===== src/rtl/lkv_pkg.sv =====
package lkv_pkg;

    localparam int KEY_W      = 32;
    localparam int VAL_W      = 31;
    localparam int CAP_W      = 5;
    localparam int S_TDATA_W  = 64;
    localparam int M_TDATA_W  = 32;

    localparam logic [CAP_W-1:0] CAP_RESET = 5'd16;

    localparam logic ACT_GET = 1'b0;
    localparam logic ACT_SET = 1'b1;

    typedef enum logic [2:0] {
        ST_IDLE,
        ST_SCAN,
        ST_DECIDE,
        ST_RESP,
        ST_UPDATE,
        ST_COMMIT
    } state_t;

    typedef struct packed {
        logic capture;   // latch the incoming request
        logic cnt_clr;   // restart the entry counter
        logic scan_step; // pass 1: match / victim / free search
        logic decide;    // pick target, evict, fetch hit data
        logic rsp_load;  // load the result register
        logic upd_step;  // pass 2: age rewrite
        logic commit;    // write data; on an insert also key, mark valid
    } cmd_t;

    typedef struct packed {
        logic is_set;
        logic found;
        logic cnt_last;
        logic out_busy;
    } status_t;

endpackage


===== src/rtl/lkv_ctrl.sv =====
module lkv_ctrl (
    input  logic             aclk,
    input  logic             aresetn,
    input  logic             s_tvalid,
    output logic             s_tready,
    input  lkv_pkg::status_t sts,
    output lkv_pkg::cmd_t    cmd
);

    lkv_pkg::state_t state_reg, state_next;

    always_ff @(posedge aclk) begin
        if (!aresetn) begin
            state_reg <= lkv_pkg::ST_IDLE;
        end else begin
            state_reg <= state_next;
        end
    end

    always_comb begin
        state_next = state_reg;
        cmd        = '0;
        s_tready   = 1'b0;
        unique case (state_reg)
            lkv_pkg::ST_IDLE: begin
                s_tready = 1'b1;
                if (s_tvalid) begin
                    cmd.capture = 1'b1;
                    cmd.cnt_clr = 1'b1;
                    state_next  = lkv_pkg::ST_SCAN;
                end
            end
            lkv_pkg::ST_SCAN: begin
                cmd.scan_step = 1'b1;
                if (sts.cnt_last) begin
                    state_next = lkv_pkg::ST_DECIDE;
                end
            end
            lkv_pkg::ST_DECIDE: begin
                cmd.decide  = 1'b1;
                cmd.cnt_clr = 1'b1;
                if (sts.is_set == lkv_pkg::ACT_SET) begin
                    state_next = lkv_pkg::ST_UPDATE;
                end else begin
                    state_next = lkv_pkg::ST_RESP;
                end
            end
            lkv_pkg::ST_RESP: begin
                if (!sts.out_busy) begin
                    cmd.rsp_load = 1'b1;
                    state_next   = sts.found ? lkv_pkg::ST_UPDATE : lkv_pkg::ST_IDLE;
                end
            end
            lkv_pkg::ST_UPDATE: begin
                cmd.upd_step = 1'b1;
                if (sts.cnt_last) begin
                    state_next = lkv_pkg::ST_COMMIT;
                end
            end
            lkv_pkg::ST_COMMIT: begin
                cmd.commit = 1'b1;
                state_next = lkv_pkg::ST_IDLE;
            end
            default: begin
                state_next = lkv_pkg::ST_IDLE;
            end
        endcase
    end

endmodule


===== src/rtl/lkv_dpath.sv =====
module lkv_dpath #(
    parameter int MAX_ENTRIES = 16
) (
    input  logic                           aclk,
    input  logic                           aresetn,
    input  lkv_pkg::cmd_t                  cmd,
    output lkv_pkg::status_t               sts,
    input  logic                           req_action,
    input  logic [lkv_pkg::KEY_W-1:0]      req_key,
    input  logic [lkv_pkg::VAL_W-1:0]      req_value,
    input  logic                           cfg_valid,
    input  logic [lkv_pkg::CAP_W-1:0]      cfg_data,
    output logic                           rsp_valid,
    input  logic                           rsp_ready,
    output logic                           rsp_hit,
    output logic [lkv_pkg::VAL_W-1:0]      rsp_value
);

    localparam int AW = (MAX_ENTRIES > 1) ? $clog2(MAX_ENTRIES) : 1;
    localparam int CW = $clog2(MAX_ENTRIES + 1);
    localparam int EW = (CW > lkv_pkg::CAP_W) ? CW : lkv_pkg::CAP_W;

    // entry stores
    logic [lkv_pkg::KEY_W-1:0] key_mem  [MAX_ENTRIES];
    logic [lkv_pkg::VAL_W-1:0] data_mem [MAX_ENTRIES];
    logic [AW-1:0]             age_mem  [MAX_ENTRIES];
    logic [MAX_ENTRIES-1:0]    valid_reg;
    logic [CW-1:0]             count_reg;
    logic [lkv_pkg::CAP_W-1:0] capacity_reg;

    // request
    logic                      set_reg;
    logic [lkv_pkg::KEY_W-1:0] key_reg;
    logic [lkv_pkg::VAL_W-1:0] val_reg;

    // sweep counter and read pipeline
    logic [CW-1:0]             cnt_reg;
    logic                      ev_vld_reg;
    logic [AW-1:0]             ev_idx_reg;
    logic [lkv_pkg::KEY_W-1:0] key_rd_reg;
    logic [AW-1:0]             age_rd_reg;
    logic [lkv_pkg::VAL_W-1:0] data_rd_reg;

    // search results
    logic          found_reg, vic_found_reg, free_found_reg;
    logic [AW-1:0] match_idx_reg, vic_idx_reg, free_idx_reg;
    logic [AW-1:0] match_age_reg, vic_age_reg;

    // pass 2 setup
    logic          ins_mode_reg;
    logic [AW-1:0] target_reg;
    logic [AW-1:0] thr_reg;

    // result register
    logic                      m_valid_reg;
    logic                      m_hit_reg;
    logic [lkv_pkg::VAL_W-1:0] m_data_reg;

    logic [EW-1:0] cap_ext, eff_cap;
    logic          full;
    logic          step;
    logic          rd_issue;
    logic [AW-1:0] addr;
    logic [AW-1:0] slot;
    logic          ev_valid;
    logic          bump;
    logic [AW-1:0] age_new;

    assign cap_ext = EW'(capacity_reg);
    always_comb begin
        if (cap_ext == '0) begin
            eff_cap = EW'(1);
        end else if (cap_ext > EW'(MAX_ENTRIES)) begin
            eff_cap = EW'(MAX_ENTRIES);
        end else begin
            eff_cap = cap_ext;
        end
    end
    assign full = EW'(count_reg) >= eff_cap;

    assign step     = cmd.scan_step | cmd.upd_step;
    assign rd_issue = step && (cnt_reg < CW'(MAX_ENTRIES));
    assign addr     = cnt_reg[AW-1:0];
    assign ev_valid = valid_reg[ev_idx_reg];

    // lowest free slot after a possible eviction
    always_comb begin
        if (full) begin
            slot = (free_found_reg && free_idx_reg < vic_idx_reg) ? free_idx_reg : vic_idx_reg;
        end else begin
            slot = free_idx_reg;
        end
    end

    // insert ages every valid entry; touch ages only those younger than the hit
    assign bump    = ev_valid && (ins_mode_reg || age_rd_reg < thr_reg);
    assign age_new = (ev_idx_reg == target_reg) ? '0 :
                     bump ? AW'(age_rd_reg + 1'b1) : age_rd_reg;

    always_ff @(posedge aclk) begin
        if (!aresetn) begin
            capacity_reg <= lkv_pkg::CAP_RESET;
        end else if (cfg_valid) begin
            capacity_reg <= cfg_data;
        end
    end

    always_ff @(posedge aclk) begin
        if (cmd.capture) begin
            set_reg <= req_action;
            key_reg <= req_key;
            val_reg <= req_value;
        end
    end

    always_ff @(posedge aclk) begin
        if (!aresetn) begin
            cnt_reg    <= '0;
            ev_vld_reg <= 1'b0;
        end else begin
            if (cmd.cnt_clr) begin
                cnt_reg <= '0;
            end else if (step && cnt_reg != CW'(MAX_ENTRIES)) begin
                cnt_reg <= cnt_reg + 1'b1;
            end
            ev_vld_reg <= rd_issue;
        end
    end

    always_ff @(posedge aclk) begin
        if (rd_issue) begin
            key_rd_reg <= key_mem[addr];
            age_rd_reg <= age_mem[addr];
            ev_idx_reg <= addr;
        end
    end

    always_ff @(posedge aclk) begin
        if (cmd.upd_step && ev_vld_reg) begin
            age_mem[ev_idx_reg] <= age_new;
        end
    end

    always_ff @(posedge aclk) begin
        if (cmd.commit && set_reg == lkv_pkg::ACT_SET) begin
            data_mem[target_reg] <= val_reg;
            if (ins_mode_reg) begin
                key_mem[target_reg] <= key_reg;
            end
        end
    end

    always_ff @(posedge aclk) begin
        if (cmd.decide) begin
            data_rd_reg <= data_mem[match_idx_reg];
        end
    end

    // pass 1 search
    always_ff @(posedge aclk) begin
        if (cmd.capture) begin
            found_reg      <= 1'b0;
            vic_found_reg  <= 1'b0;
            free_found_reg <= 1'b0;
        end else if (cmd.scan_step && ev_vld_reg) begin
            if (!found_reg && ev_valid && key_rd_reg == key_reg) begin
                found_reg     <= 1'b1;
                match_idx_reg <= ev_idx_reg;
                match_age_reg <= age_rd_reg;
            end
            if (ev_valid && (!vic_found_reg || age_rd_reg > vic_age_reg)) begin
                vic_found_reg <= 1'b1;
                vic_idx_reg   <= ev_idx_reg;
                vic_age_reg   <= age_rd_reg;
            end
            if (!ev_valid && !free_found_reg) begin
                free_found_reg <= 1'b1;
                free_idx_reg   <= ev_idx_reg;
            end
        end
    end

    always_ff @(posedge aclk) begin
        if (cmd.decide) begin
            ins_mode_reg <= !found_reg;
            target_reg   <= found_reg ? match_idx_reg : slot;
            thr_reg      <= match_age_reg;
        end
    end

    always_ff @(posedge aclk) begin
        if (!aresetn) begin
            valid_reg <= '0;
            count_reg <= '0;
        end else if (cmd.decide && set_reg == lkv_pkg::ACT_SET && !found_reg && full
                     && vic_found_reg) begin
            valid_reg[vic_idx_reg] <= 1'b0;
            count_reg              <= count_reg - 1'b1;
        end else if (cmd.commit && set_reg == lkv_pkg::ACT_SET && ins_mode_reg) begin
            valid_reg[target_reg] <= 1'b1;
            count_reg             <= count_reg + 1'b1;
        end
    end

    always_ff @(posedge aclk) begin
        if (!aresetn) begin
            m_valid_reg <= 1'b0;
        end else if (cmd.rsp_load) begin
            m_valid_reg <= 1'b1;
        end else if (rsp_ready) begin
            m_valid_reg <= 1'b0;
        end
    end

    always_ff @(posedge aclk) begin
        if (cmd.rsp_load) begin
            m_hit_reg  <= found_reg;
            m_data_reg <= found_reg ? data_rd_reg : '0;
        end
    end

    assign rsp_valid = m_valid_reg;
    assign rsp_hit   = m_hit_reg;
    assign rsp_value = m_data_reg;

    assign sts.is_set   = set_reg;
    assign sts.found    = found_reg;
    assign sts.cnt_last = (cnt_reg == CW'(MAX_ENTRIES));
    assign sts.out_busy = m_valid_reg && !rsp_ready;

endmodule


===== src/rtl/lru_key_value_cache.sv =====
// Fully associative key/value cache with least-recently-used replacement.
// A get request (s_tuser = 0) returns one result: m_tuser is the hit flag and
// m_tdata the stored value, zero on a miss. A set request (s_tuser = 1)
// updates a present key or inserts a new one, evicting the least recent entry
// once the count reaches the capacity register; it returns no result.
// Capacity is written through cfg_valid/cfg_data; the user must write it only while
// the cache is idle, which the block itself does not enforce; 0 acts as 1 and values
// above MAX_ENTRIES act as MAX_ENTRIES. One request at a time: the single key/age
// memory port is swept once to search and, for a set or a get hit, once more to
// re-rank. A pending result does not block the next request until that request's
// own result is ready.
module lru_key_value_cache #(
    parameter int MAX_ENTRIES = 16
) (
    input  logic                              aclk,
    input  logic                              aresetn,
    // request: tdata = {value[30:0], key[31:0]} (key at bit 0), tuser = action
    input  logic                              s_tvalid,
    output logic                              s_tready,
    input  logic [lkv_pkg::S_TDATA_W-1:0]     s_tdata,
    input  logic                              s_tuser,
    // result: tdata = read_value[30:0], zero filled; tuser = hit
    output logic                              m_tvalid,
    input  logic                              m_tready,
    output logic [lkv_pkg::M_TDATA_W-1:0]     m_tdata,
    output logic                              m_tuser,
    // capacity register write
    input  logic                              cfg_valid,
    output logic                              cfg_ready,
    input  logic [lkv_pkg::CAP_W-1:0]         cfg_data
);

    lkv_pkg::cmd_t             cmd;
    lkv_pkg::status_t          sts;
    logic [lkv_pkg::VAL_W-1:0] rsp_value;

    lkv_ctrl u_ctrl (
        .aclk     (aclk),
        .aresetn  (aresetn),
        .s_tvalid (s_tvalid),
        .s_tready (s_tready),
        .sts      (sts),
        .cmd      (cmd)
    );

    lkv_dpath #(
        .MAX_ENTRIES (MAX_ENTRIES)
    ) u_dpath (
        .aclk       (aclk),
        .aresetn    (aresetn),
        .cmd        (cmd),
        .sts        (sts),
        .req_action (s_tuser),
        .req_key    (s_tdata[lkv_pkg::KEY_W-1:0]),
        .req_value  (s_tdata[lkv_pkg::KEY_W +: lkv_pkg::VAL_W]),
        .cfg_valid  (cfg_valid),
        .cfg_data   (cfg_data),
        .rsp_valid  (m_tvalid),
        .rsp_ready  (m_tready),
        .rsp_hit    (m_tuser),
        .rsp_value  (rsp_value)
    );

    assign cfg_ready = 1'b1;
    assign m_tdata   = lkv_pkg::M_TDATA_W'(rsp_value);

endmodule

===== config.mk =====
export PLATFORM = sky130hd
export DESIGN_NAME = lru_key_value_cache
export DESIGN_NICKNAME = d
export VERILOG_FILES = /design/src/rtl/lkv_pkg.sv /design/src/rtl/lkv_ctrl.sv /design/src/rtl/lkv_dpath.sv /design/src/rtl/lru_key_value_cache.sv
export SDC_FILE = /design/constraint.sdc
export NUM_CORES = 1
export LEC_CHECK = 0
export BUFFER_PORTS_ARGS = -buffer_cell sky130_fd_sc_hd__buf_2
export CORE_MARGIN = 2
export CORE_UTILIZATION = 55
export DETAILED_ROUTE_END_ITERATION = 8
export PLACE_DENSITY = 0.71
export SKIP_LAST_GASP = 1
export SYNTH_ARGS = -nofsm -noshare
export SYNTH_HDL_FRONTEND = slang
export SYNTH_HIERARCHICAL = 1
export SYNTH_SLANG_ARGS = --single-unit

===== constraint.sdc =====
create_clock -name aclk -period 6.55 [get_ports aclk]
set_input_delay 1.31 -clock aclk [delete_from_list [all_inputs] [get_ports aclk]]
set_output_delay 1.31 -clock aclk [all_outputs]
set_load 0.1 [all_outputs]

==> impl_metrics.yaml <==
cells_and_area:
  largest_register_ff_count: 512
  regMostFlops: "u_dpath/key_mem"
  fin_nets: 2431
  post-route-util: 0.624
  drive_above_1_share: 0.263
  n_fill_cell: 5954
  top_regs: "u_dpath/key_mem x512, u_dpath/data_mem x496, u_dpath/age_mem x64"
  areaGrowthSynthToFinish_pct: 12.4
  fin_cells: 3615
status:
  run_status: "completed"
yosys:
  ys.flop_type: "edfxtp_1"
  yosys_register_bits: 1307
  synth.area.top_cells: "edfxtp_1 (76%), mux4_2 (12%), mux4_1 (4.0%), dfxtp_1 (1.6%), xor2_1 (0.61%)"
  synthSimpleGateAreaFrac: 0.0229
  synth_edf_count: 1268
  synth_top_area_share: 0.761
  yosysSeqAreaShare: 0.777
  syn-cell-area_um2: 50000
  syn_avg_cell_area_um2: 23.3
  async_flop_share: 0
  syn_inst: 2147
  yosysWarnings: 6
  yosysTopAreaCell: "edfxtp_1"
  synthAdderAreaFrac: 0.00565
  ys_types: 61
  synth_mux_area_frac: 0.161
  synth-compound-area-share: 0.0109
  synth_xor_area_frac: 0.00788
  synth_nets: 2244
  synth_top_family_by_area: "multiplexers"
floorplanning:
  fp.dieW_um: 306
  die-area_um2: 93400
  pin_count: 111
  start_util: 0.556
  coreArea_um2: 90000
  fp-row-count: 110
  die_h_um: 306
clock_tree:
  cts_hold_buf: 0
  clockRootBuffer: "clkbuf_16"
  htree_levels: 4
  clock_latency_ns: 0.73
  clock_sinks: 1307
  postCtsSetupRepairBufs: 0
  cts_buffers: 132
  tritoncts: "done"
  clk_pin_slew_worst_paths_ns: 0.06
  clock_path_buffers: 3
  cts_resized: 0
sta:
  rsz0062_at_grt: "no"
  setup_ws_ns: 2.90
  slew_viol_final: 0
  relSlewSlack: 0.241
  tightest_slew_ns: 1.13
  hold_violations: 0
  timing.final.crit_share: 0.557
  setup_viol: 0
  layout_min_cycle_time_ns: 3.65
  clock.fmax_mhz: 274
  fin_worst_skew_ns: 0.0345
  tns_ns: 0
grt:
  grtUsageTotal: 0.224
  grt_pass1_wl_mm: 152
  grt_busiest_layer: "met2"
  grt_overflow_total: 0
  grt_max_degree: 126
  met1_usage: 0.312
  grt_util_met3: 0.0399
  met2_usage: 0.373
  first_global_vias: 23500
  antenna_found_initial: 3
placement:
  dp.cells: 3376
  dpl_worst_slack_ns: 2.95
  gp_congestion: 0.767
  dpl.hpwl_mm: 49.1
  portBuffers: 107
detailed_routing:
  firstDrtPassIters: 6
  drt_iter0_drc: 2459
  vias: 22600
  post_drt_wl_per_cell_um: 28.4
  vias_per_cell: 6.26
  drt-total-wl_mm: 103
  ant_nets: 0
  drc: 0
worst_setup_path:
  worstPathArrival_ns: 3.99
  crit_path_start_kind: "register"
  worst_ep_required_time_ns: 6.89
  crit_type: "reg2reg"
  end_kind: "register"
  crit_fanout: 17
power:
  power_density_nw_per_um2: 304
  seq_power_share: 0.554
  p_sw_mw: 3.42
  p_clk_frac: 0.425
  p_leak_nw: 17.7
  p_comb_frac: 0.021
  worst_ir_drop_vdd_mv: 0.252
  intPower_mw: 13.7
  sw_frac_of_total: 0.200
job:
  max_cap_viol_count: 0
min_path:
  hold_path_class: "reg2reg"
-- kinds of logic after synthesis --
logic type,after synthesis
other cells,2
buf+inv,122
flops,1307
mux,352
xor+xnor,45
simple gates,223
fa+ha+maj,22
compound gates,74
-- synth_stat cells (12+ instances only) --
cell type	n
nor2_1	69
nor3_1	18
clkbuf_1	49
mux4_1	76
xor2_1	35
a21oi_1	12
dfxtp_1	39
nand2_1	32
edfxtp_1	1268
mux4_2	263
buf_6	18
ha_1	21
and2_1	35
nand2b_1	18
buf_2	18
inv_1	21
-- power groups by stage --
stage	registers [mW]	logic (mW)	clock network (mW)
after global routing	9.49	0.379	7.74
after global placement	9.62	0.349	0
after detailed placement	9.64	0.357	0
after floorplan	9.56	0.296	0
after CTS	9.47	0.360	7.42
final	9.47	0.355	7.27
-- cell usage in the layout (no fill, tap or decap), types with 18 or more instances in the layout --
| cell type | n |
|---|---|
| xor2_1 | 35 |
| clkbuf_16 | 136 |
| nor2_1 | 37 |
| and2_1 | 32 |
| mux4_1 | 76 |
| nor2_4 | 32 |
| buf_4 | 44 |
| inv_1 | 21 |
| dfxtp_1 | 34 |
| clkinv_1 | 33 |
| buf_2 | 107 |
| edfxtp_1 | 1268 |
| nand2b_1 | 18 |
| mux4_2 | 263 |
| ha_1 | 21 |
| nand2_1 | 32 |
| nor3_1 | 18 |
| clkbuf_1 | 33 |
-- worst max-delay path, stage by stage, from the launching register on --
cell      delay (ns)
edfxtp_1        0.60
xor2_1          0.28
nor4_1          0.50
nand4_1         0.24
nor4_1          0.59
nand4_1         0.37
nor2_1          0.65
-- routing by layer --
metal  up-vias  share of wire  wire length, um
met5         -       0.000068                7
met4         2          0.018             1880
met1     12100           0.40            41000
met3       140          0.071             7290
met2       897           0.51            52600
li1       9463              -                -
-- worst paths after layout --
path,from,end,slack [ns],cells after the start
min,u_dpath/match_age_reg[2],u_dpath/thr_reg[2],0.43,0
min reg2reg,u_dpath/match_age_reg[2],u_dpath/thr_reg[2],0.43,0
max,u_dpath/key_reg[26],u_dpath/match_age_reg[2],2.90,6
max reg2reg,u_dpath/key_reg[26],u_dpath/match_age_reg[2],2.90,6
-- area by class of cell --
type,instances,area [um2],share of cell area
clock inverters,69,641,0.0114
diodes,1,2.50,0.0000445
clock buffers,169,3530,0.0628
well taps,1176,1470,0.0262
repair buffers,154,926,0.0165
inverters,21,78.8,0.00140
multi-input cells,718,10700,0.190
flip-flops and latches,1307,38900,0.692
-- through the flow --
| stage | hold slack, ns | power (mW) | area (um2) |
|---|---|---|---|
| 2_1_floorplan | 0.400 | 9.86 | 50000 |
| 3_3_place_gp | 0.400 | 9.97 | 52000 |
| 3_5_place_dp | 0.416 | 10.0 | 52000 |
| 4_1_cts | 0.424 | 17.2 | 56200 |
| 5_1_grt | 0.444 | 17.6 | 56200 |
| 6_report | 0.429 | 17.1 | 56200 |
Power figures use the tool's default switching activity.
